**src/rtl/weighted_distance_gradient_hessian_top_defines.svh**
```systemverilog
// Assertion macros shared by the distance gradient and Hessian RTL.
// Depends on nothing; the including module provides clock and reset.
`ifndef WEIGHTED_DISTANCE_GRADIENT_HESSIAN_TOP_DEFINES_SVH
`define WEIGHTED_DISTANCE_GRADIENT_HESSIAN_TOP_DEFINES_SVH

// Same-cycle implication, checked on every rising clock edge outside reset.
`define WDGH_ASSERT_IMP(label, ante, cons, msg) \
   label: assert property (@(posedge clock) disable iff (reset) (ante) |-> (cons)) \
      else $error(msg);

// Implication with a fixed delay in cycles.
`define WDGH_ASSERT_DLY(label, ante, dly, cons, msg) \
   label: assert property (@(posedge clock) disable iff (reset) (ante) |-> ##dly (cons)) \
      else $error(msg);

`endif

```
**src/rtl/wdgh_sqrt.sv**
```systemverilog
// Pipelined integer square root, one root bit per stage.
// Stand-alone; gives the floor of the square root of a 2*RW bit value.
module wdgh_sqrt #(
   parameter int RW = 33
) (
   input  logic            clock,
   input  logic [2*RW-1:0] radicand,
   output logic [RW-1:0]   root
);

   localparam int SW = 2 * RW;

   logic [RW+1:0] rem_ff  [RW+1];
   logic [RW-1:0] root_ff [RW+1];
   logic [SW-1:0] rest_ff [RW+1];

   logic [RW+1:0] part_w  [1:RW];
   logic [RW+1:0] trial_w [1:RW];
   logic [RW+1:0] rem_in  [1:RW];
   logic [RW-1:0] root_in [1:RW];

   always_comb begin
      for (int i = 1; i <= RW; i++) begin
         part_w[i]  = {rem_ff[i-1][RW-1:0], rest_ff[i-1][SW-1:SW-2]};
         trial_w[i] = {root_ff[i-1], 2'b01};
         if (part_w[i] >= trial_w[i]) begin
            rem_in[i]  = part_w[i] - trial_w[i];
            root_in[i] = {root_ff[i-1][RW-2:0], 1'b1};
         end else begin
            rem_in[i]  = part_w[i];
            root_in[i] = {root_ff[i-1][RW-2:0], 1'b0};
         end
      end
   end

   always_ff @(posedge clock) begin
      rem_ff[0]  <= '0;
      root_ff[0] <= '0;
      rest_ff[0] <= radicand;
      for (int i = 1; i <= RW; i++) begin
         rem_ff[i]  <= rem_in[i];
         root_ff[i] <= root_in[i];
         rest_ff[i] <= {rest_ff[i-1][SW-3:0], 2'b00};
      end
   end

   assign root = root_ff[RW];

endmodule

```
**config.mk**
```make
export PLATFORM = sky130hd
export DESIGN_NAME = wdgh_sqrt
export DESIGN_NICKNAME = d
export VERILOG_FILES = /design/src/rtl/weighted_distance_gradient_hessian_top_defines.svh /design/src/rtl/wdgh_sqrt.sv
export SDC_FILE = /design/constraint.sdc
export NUM_CORES = 2
export LEC_CHECK = 0
export BUFFER_PORTS_ARGS = -buffer_cell sky130_fd_sc_hd__buf_2
export CAP_MARGIN = 0
export CORE_MARGIN = 2
export CORE_UTILIZATION = 40
export CTS_CLUSTER_SIZE = 16
export DETAILED_ROUTE_END_ITERATION = 12
export GPL_ROUTABILITY_DRIVEN = 0
export GPL_TIMING_DRIVEN = 0
export SYNTH_ARGS = -nofsm -noshare
export SYNTH_HDL_FRONTEND = slang
export SYNTH_MEMORY_MAX_BITS = 65536
export SYNTH_SLANG_ARGS = --single-unit
export TNS_END_PERCENT = 30
```
**constraint.sdc**
```tcl
create_clock -name clock -period 3.2 [get_ports clock]
set_input_delay 0 -clock clock [delete_from_list [all_inputs] [get_ports clock]]
set_output_delay 0 -clock clock [all_outputs]
set_load 0.01 [all_outputs]
```
# == Word-level counts from Yosys, hierarchy flattened ==
# Memory sizes are Yosys's and may differ from the RTL's.
# Cells that the tools add are included.
# word_totals
regBits,0
ram_bits,4556
input_bits,67
out_inout_bits,33
elab_cells,135
mem_count,3
# op_classes
n_addsub,33
order_cmp,33
muxes,66
# mem_list
name,words,width,read_ports,rd_clocked_by_memory_dff,wr,line,source
rest_ff,34,66,33,0,34,wdgh_sqrt.sv:15,logic [SW-1:0] rest_ff [RW+1];
rem_ff,34,35,33,0,34,wdgh_sqrt.sv:13,logic [RW+1:0] rem_ff [RW+1];
root_ff,34,33,34,0,34,wdgh_sqrt.sv:14,logic [RW-1:0] root_ff [RW+1];
# ops
operator,count
35-bit greater-or-equal comparator,33
35-bit 2-to-1 mux,33
35-bit subtractor,33
1-bit 2-to-1 mux,33

# == Logic depth before layout (Yosys ltp) ==
# An unclocked memory read counts as a cell.
# depth
depth_word,3
mapped_depth,15
mapped_depth_nobuf,12

# == Worst setup path before layout ==
# No wires, ideal clock.
# synth_path
path_kind,reg-to-reg
start,memory rem_ff[5][16] in the netlist's numbering
end,memory rem_ff[6][22] in the netlist's numbering
setup_ns,0.134
arrival_ns,3.300
required_ns,3.066
slack_ns,-0.234
path_stages_with_launch,11
path_buffers,1
synth_period_minus_slack_ns,3.434
cell_sequence,dfxtp_1 -> or4_4 -> or4_4 -> or4_1 -> or4_4 -> or3_4 -> o211ai_4 -> or2_1 -> buf_4 -> nor4_1 -> xor2_1
# synth_lines
element,line
"start, declared",wdgh_sqrt.sv:13

==> run metrics <==
Clk Latency, worst-skew pair 930 ps; Fill cells 22310; Min-Delay Path Class input port to flop; initial core utilization 40.24%; DPL Wire Length 162900 um; via/cell ratio 5.057; syn nets 10270; area grow syn2layout 18.78%; failing checks negative setup slack; Final WS setup -288.5 ps; setup TNS -12820 ps; H-tree depth 5; FP Rows 181; CP startpoint kind flop; DRC Markers 0; die area 0.2487 mm2; Fin Clk Skew 51.31 ps; Final Max Slew Viols 0; Placed Cells 12910; I/O pins 100; critical path data required time 3990 ps; Reg2Reg Setup Slack -290 ps; Worst-Margin Slew 1140 ps; Synth async-reset ratio 0%; PortBufs 99; Post-synth EDFFs 0; via count 68870; Final Cell Area 0.1163 mm2; Longest Clk Path Bufs 4; CTS sink cnt 2690; number of global-route vias before repair 67530; CP max stage delay 560 ps; fin crit period 3488 ps; Ys Warns 0; clock root cell clkbuf_16; CP max-delay cell or4_4; Setup Slack @ Placement -1485 ps; Hold Crit Start radicand[29]; reg2reg start rem_ff[5][5]$_DFF_P_; VDD IR max 0.5578 mV; TritonCTS Buffers 289; chip width 498.7 um; Arrival @ worst endpoint 4270 ps; syn avg cell area 10.19 um2; clk slew on worst S/H paths 60 ps; count of cell types in the netlist 87; global-route total usage across every layer 17.06%; synthesis-stage register bit count 2690; Mapped Area 0.09789 mm2; relative slew slack 23.28%; share of layout cells above drive strength 1 11.84%; Initial DRT Pass Iterations 6; number of antenna violations at the first check in global routing 5; # nets final 10870; Wirelength per Cell 16.16 um; Synth Flop Type dfxtp_1; Critical Path Fanout Max 5; Setup violations, final 85; post-place instance area 0.1024 mm2; sequential fraction of the synthesis area 55.02%; final hold vios 0; GR Overflow Total 0; WL final 220000 um; fmax 286.7 MHz; status finished with violations; RSZ-0062 raised after global routing true; global-route wire length before repair 348400 um; cell chain of the critical path or4_4 -> or3_4 -> or4_4 -> or4_4 -> or3_4 -> or3_4 -> mux2_4; pwr dens 800.6 mW/mm2; period utilization 109.0%; Gate Count Post-Synth 9610; core region area 0.2432 mm2; antenna-violating nets left 0; die extent in y 498.7 um; CP endpoint kind flop; CP startpoint rem_ff[5][5]$_DFF_P_; CTS tree yes; largest net degree at the start of global routing 17; CP Class flop to flop; Layout Cells excl Fill 13620; Leak Pwr 54.00 nW; Starting DRT DRC Count 4685; final hold slack 234.1 ps; Max-Cap Viols 0
## Yosys cell counts, types with 120 or more instances
master    count  area share, %
dfxtp_1    2690             55
inv_1       747            2.9
nand2_1     704            2.7
ha_1        595            7.6
o21ai_0     554            2.8
nor2_1      533            2.0
a21oi_1     504            2.6
xor2_1      424            3.8
xnor2_1     387            3.5
a21o_1      283            2.2
nor3_1      262            1.3
clkbuf_1    190           0.73
nand3_1     162           0.83
o21a_1      120           0.92
## sequential cells by signal (all words and copies together) (netlist names)
name / count
rem_ff: 1007
rest_ff: 1122
root_ff: 561
## area by class of cell
cell class                      count  area [um2]  area share [%]
Sequential cell                  2690       53890           46.35
Multi-Input combinational cell   5963       42460           36.52
Clock buffer                      391        8219           7.069
Tap cell                         3202        4006           3.446
Inverter                          749        2813           2.419
Timing Repair Buffer              326        2603           2.238
Clock inverter                    102        1219           1.048
Buffer                            187        1044          0.8975
Antenna cell                        7       17.52         0.01507
## critical path: cells and delay by family (launching register included)
kind          cells  cell delay [ps]
mux               1              320
simple gates      6             2690
flops             1              350
## path summary, 6_finish.rpt
kind / to / depth (start not counted)
max: rem_ff[6][6]$_DFF_P_ / 7
min: rest_ff[0][29]$_DFF_P_ / 3
max reg2reg: rem_ff[6][6]$_DFF_P_ / 7
min reg2reg: rest_ff[5][26]$_DFF_P_ / 0
## through the flow
stage	util (%)	total power, mW
after floorplan	-	54.57
after global placement	42.10	59.18
after detailed placement	42.11	59.55
after CTS	46.96	93.11
after global routing	47.80	98.04
final	47.80	93.08
## placed cells by master, fill, tap and decap left out, drive strengths merged, types with 58 or more instances in the layout
cell type,n
mux2,95
o21ai,556
inv,757
nor2,533
o21a,120
dfxtp,2690
or4,71
clkinv,58
a31oi,63
nand2b,113
clkbuf,549
ha,595
nor2b,89
a21o,283
dlygate4sd3,132
buf,223
nand3,162
xor2,424
or3,86
nand4,104
o31ai,71
a21oi,505
xnor2,388
nand2,704
nor4,111
nor3,262
## metal layers
layer / track usage (%) / part of all wire [%] / vias up
met5: 0 / 0.0032 / -
met4: 7.047 / 3.9 / 2
met3: 2.982 / 4.8 / 533
met2: 29.75 / 49 / 1830
met1: 20.66 / 42 / 32310
li1: - / - / 34190
## cell families (layout without fill, tap and decap cells)
| logic type | count (synthesis) | in the layout | synth area share [%] |
|---|---|---|---|
| AOI/OAI and AO/OA | 1965 | 1966 | 12.64 |
| xor gates and xnor gates | 812 | 812 | 7.273 |
| adders and majority gates | 595 | 595 | 7.605 |
| buffers and inverters | 958 | 1755 | 3.694 |
| DFF | 2690 | 2690 | 55.02 |
| muxes | 111 | 111 | 1.260 |
| other | 1 | 8 | 0.003831 |
| and+or+nand+nor | 2478 | 2478 | 12.51 |
## where the power goes
group	internal, mW	total (mW)	switching (mW)
logic	7.74	17.3	9.54
clock network	19.7	32.6	12.8
registers	39.0	43.2	4.20
total	66.5	93.1	26.6
## repair_timing
| action | 4_1_cts | 5_1_grt |
|---|---|---|
| hold endpoints to repair | 66 | 0 |
| cloned | 0 | 6 |
| buffers inserted | 17 | 73 |
| pin swaps | 25 | 75 |
| resized for setup | 273 | 395 |
| hold buffers | 132 | 0 |
| endpoints found under the setup margin | 704 | 692 |
Note: power is estimated with default switching activity, not from simulation.
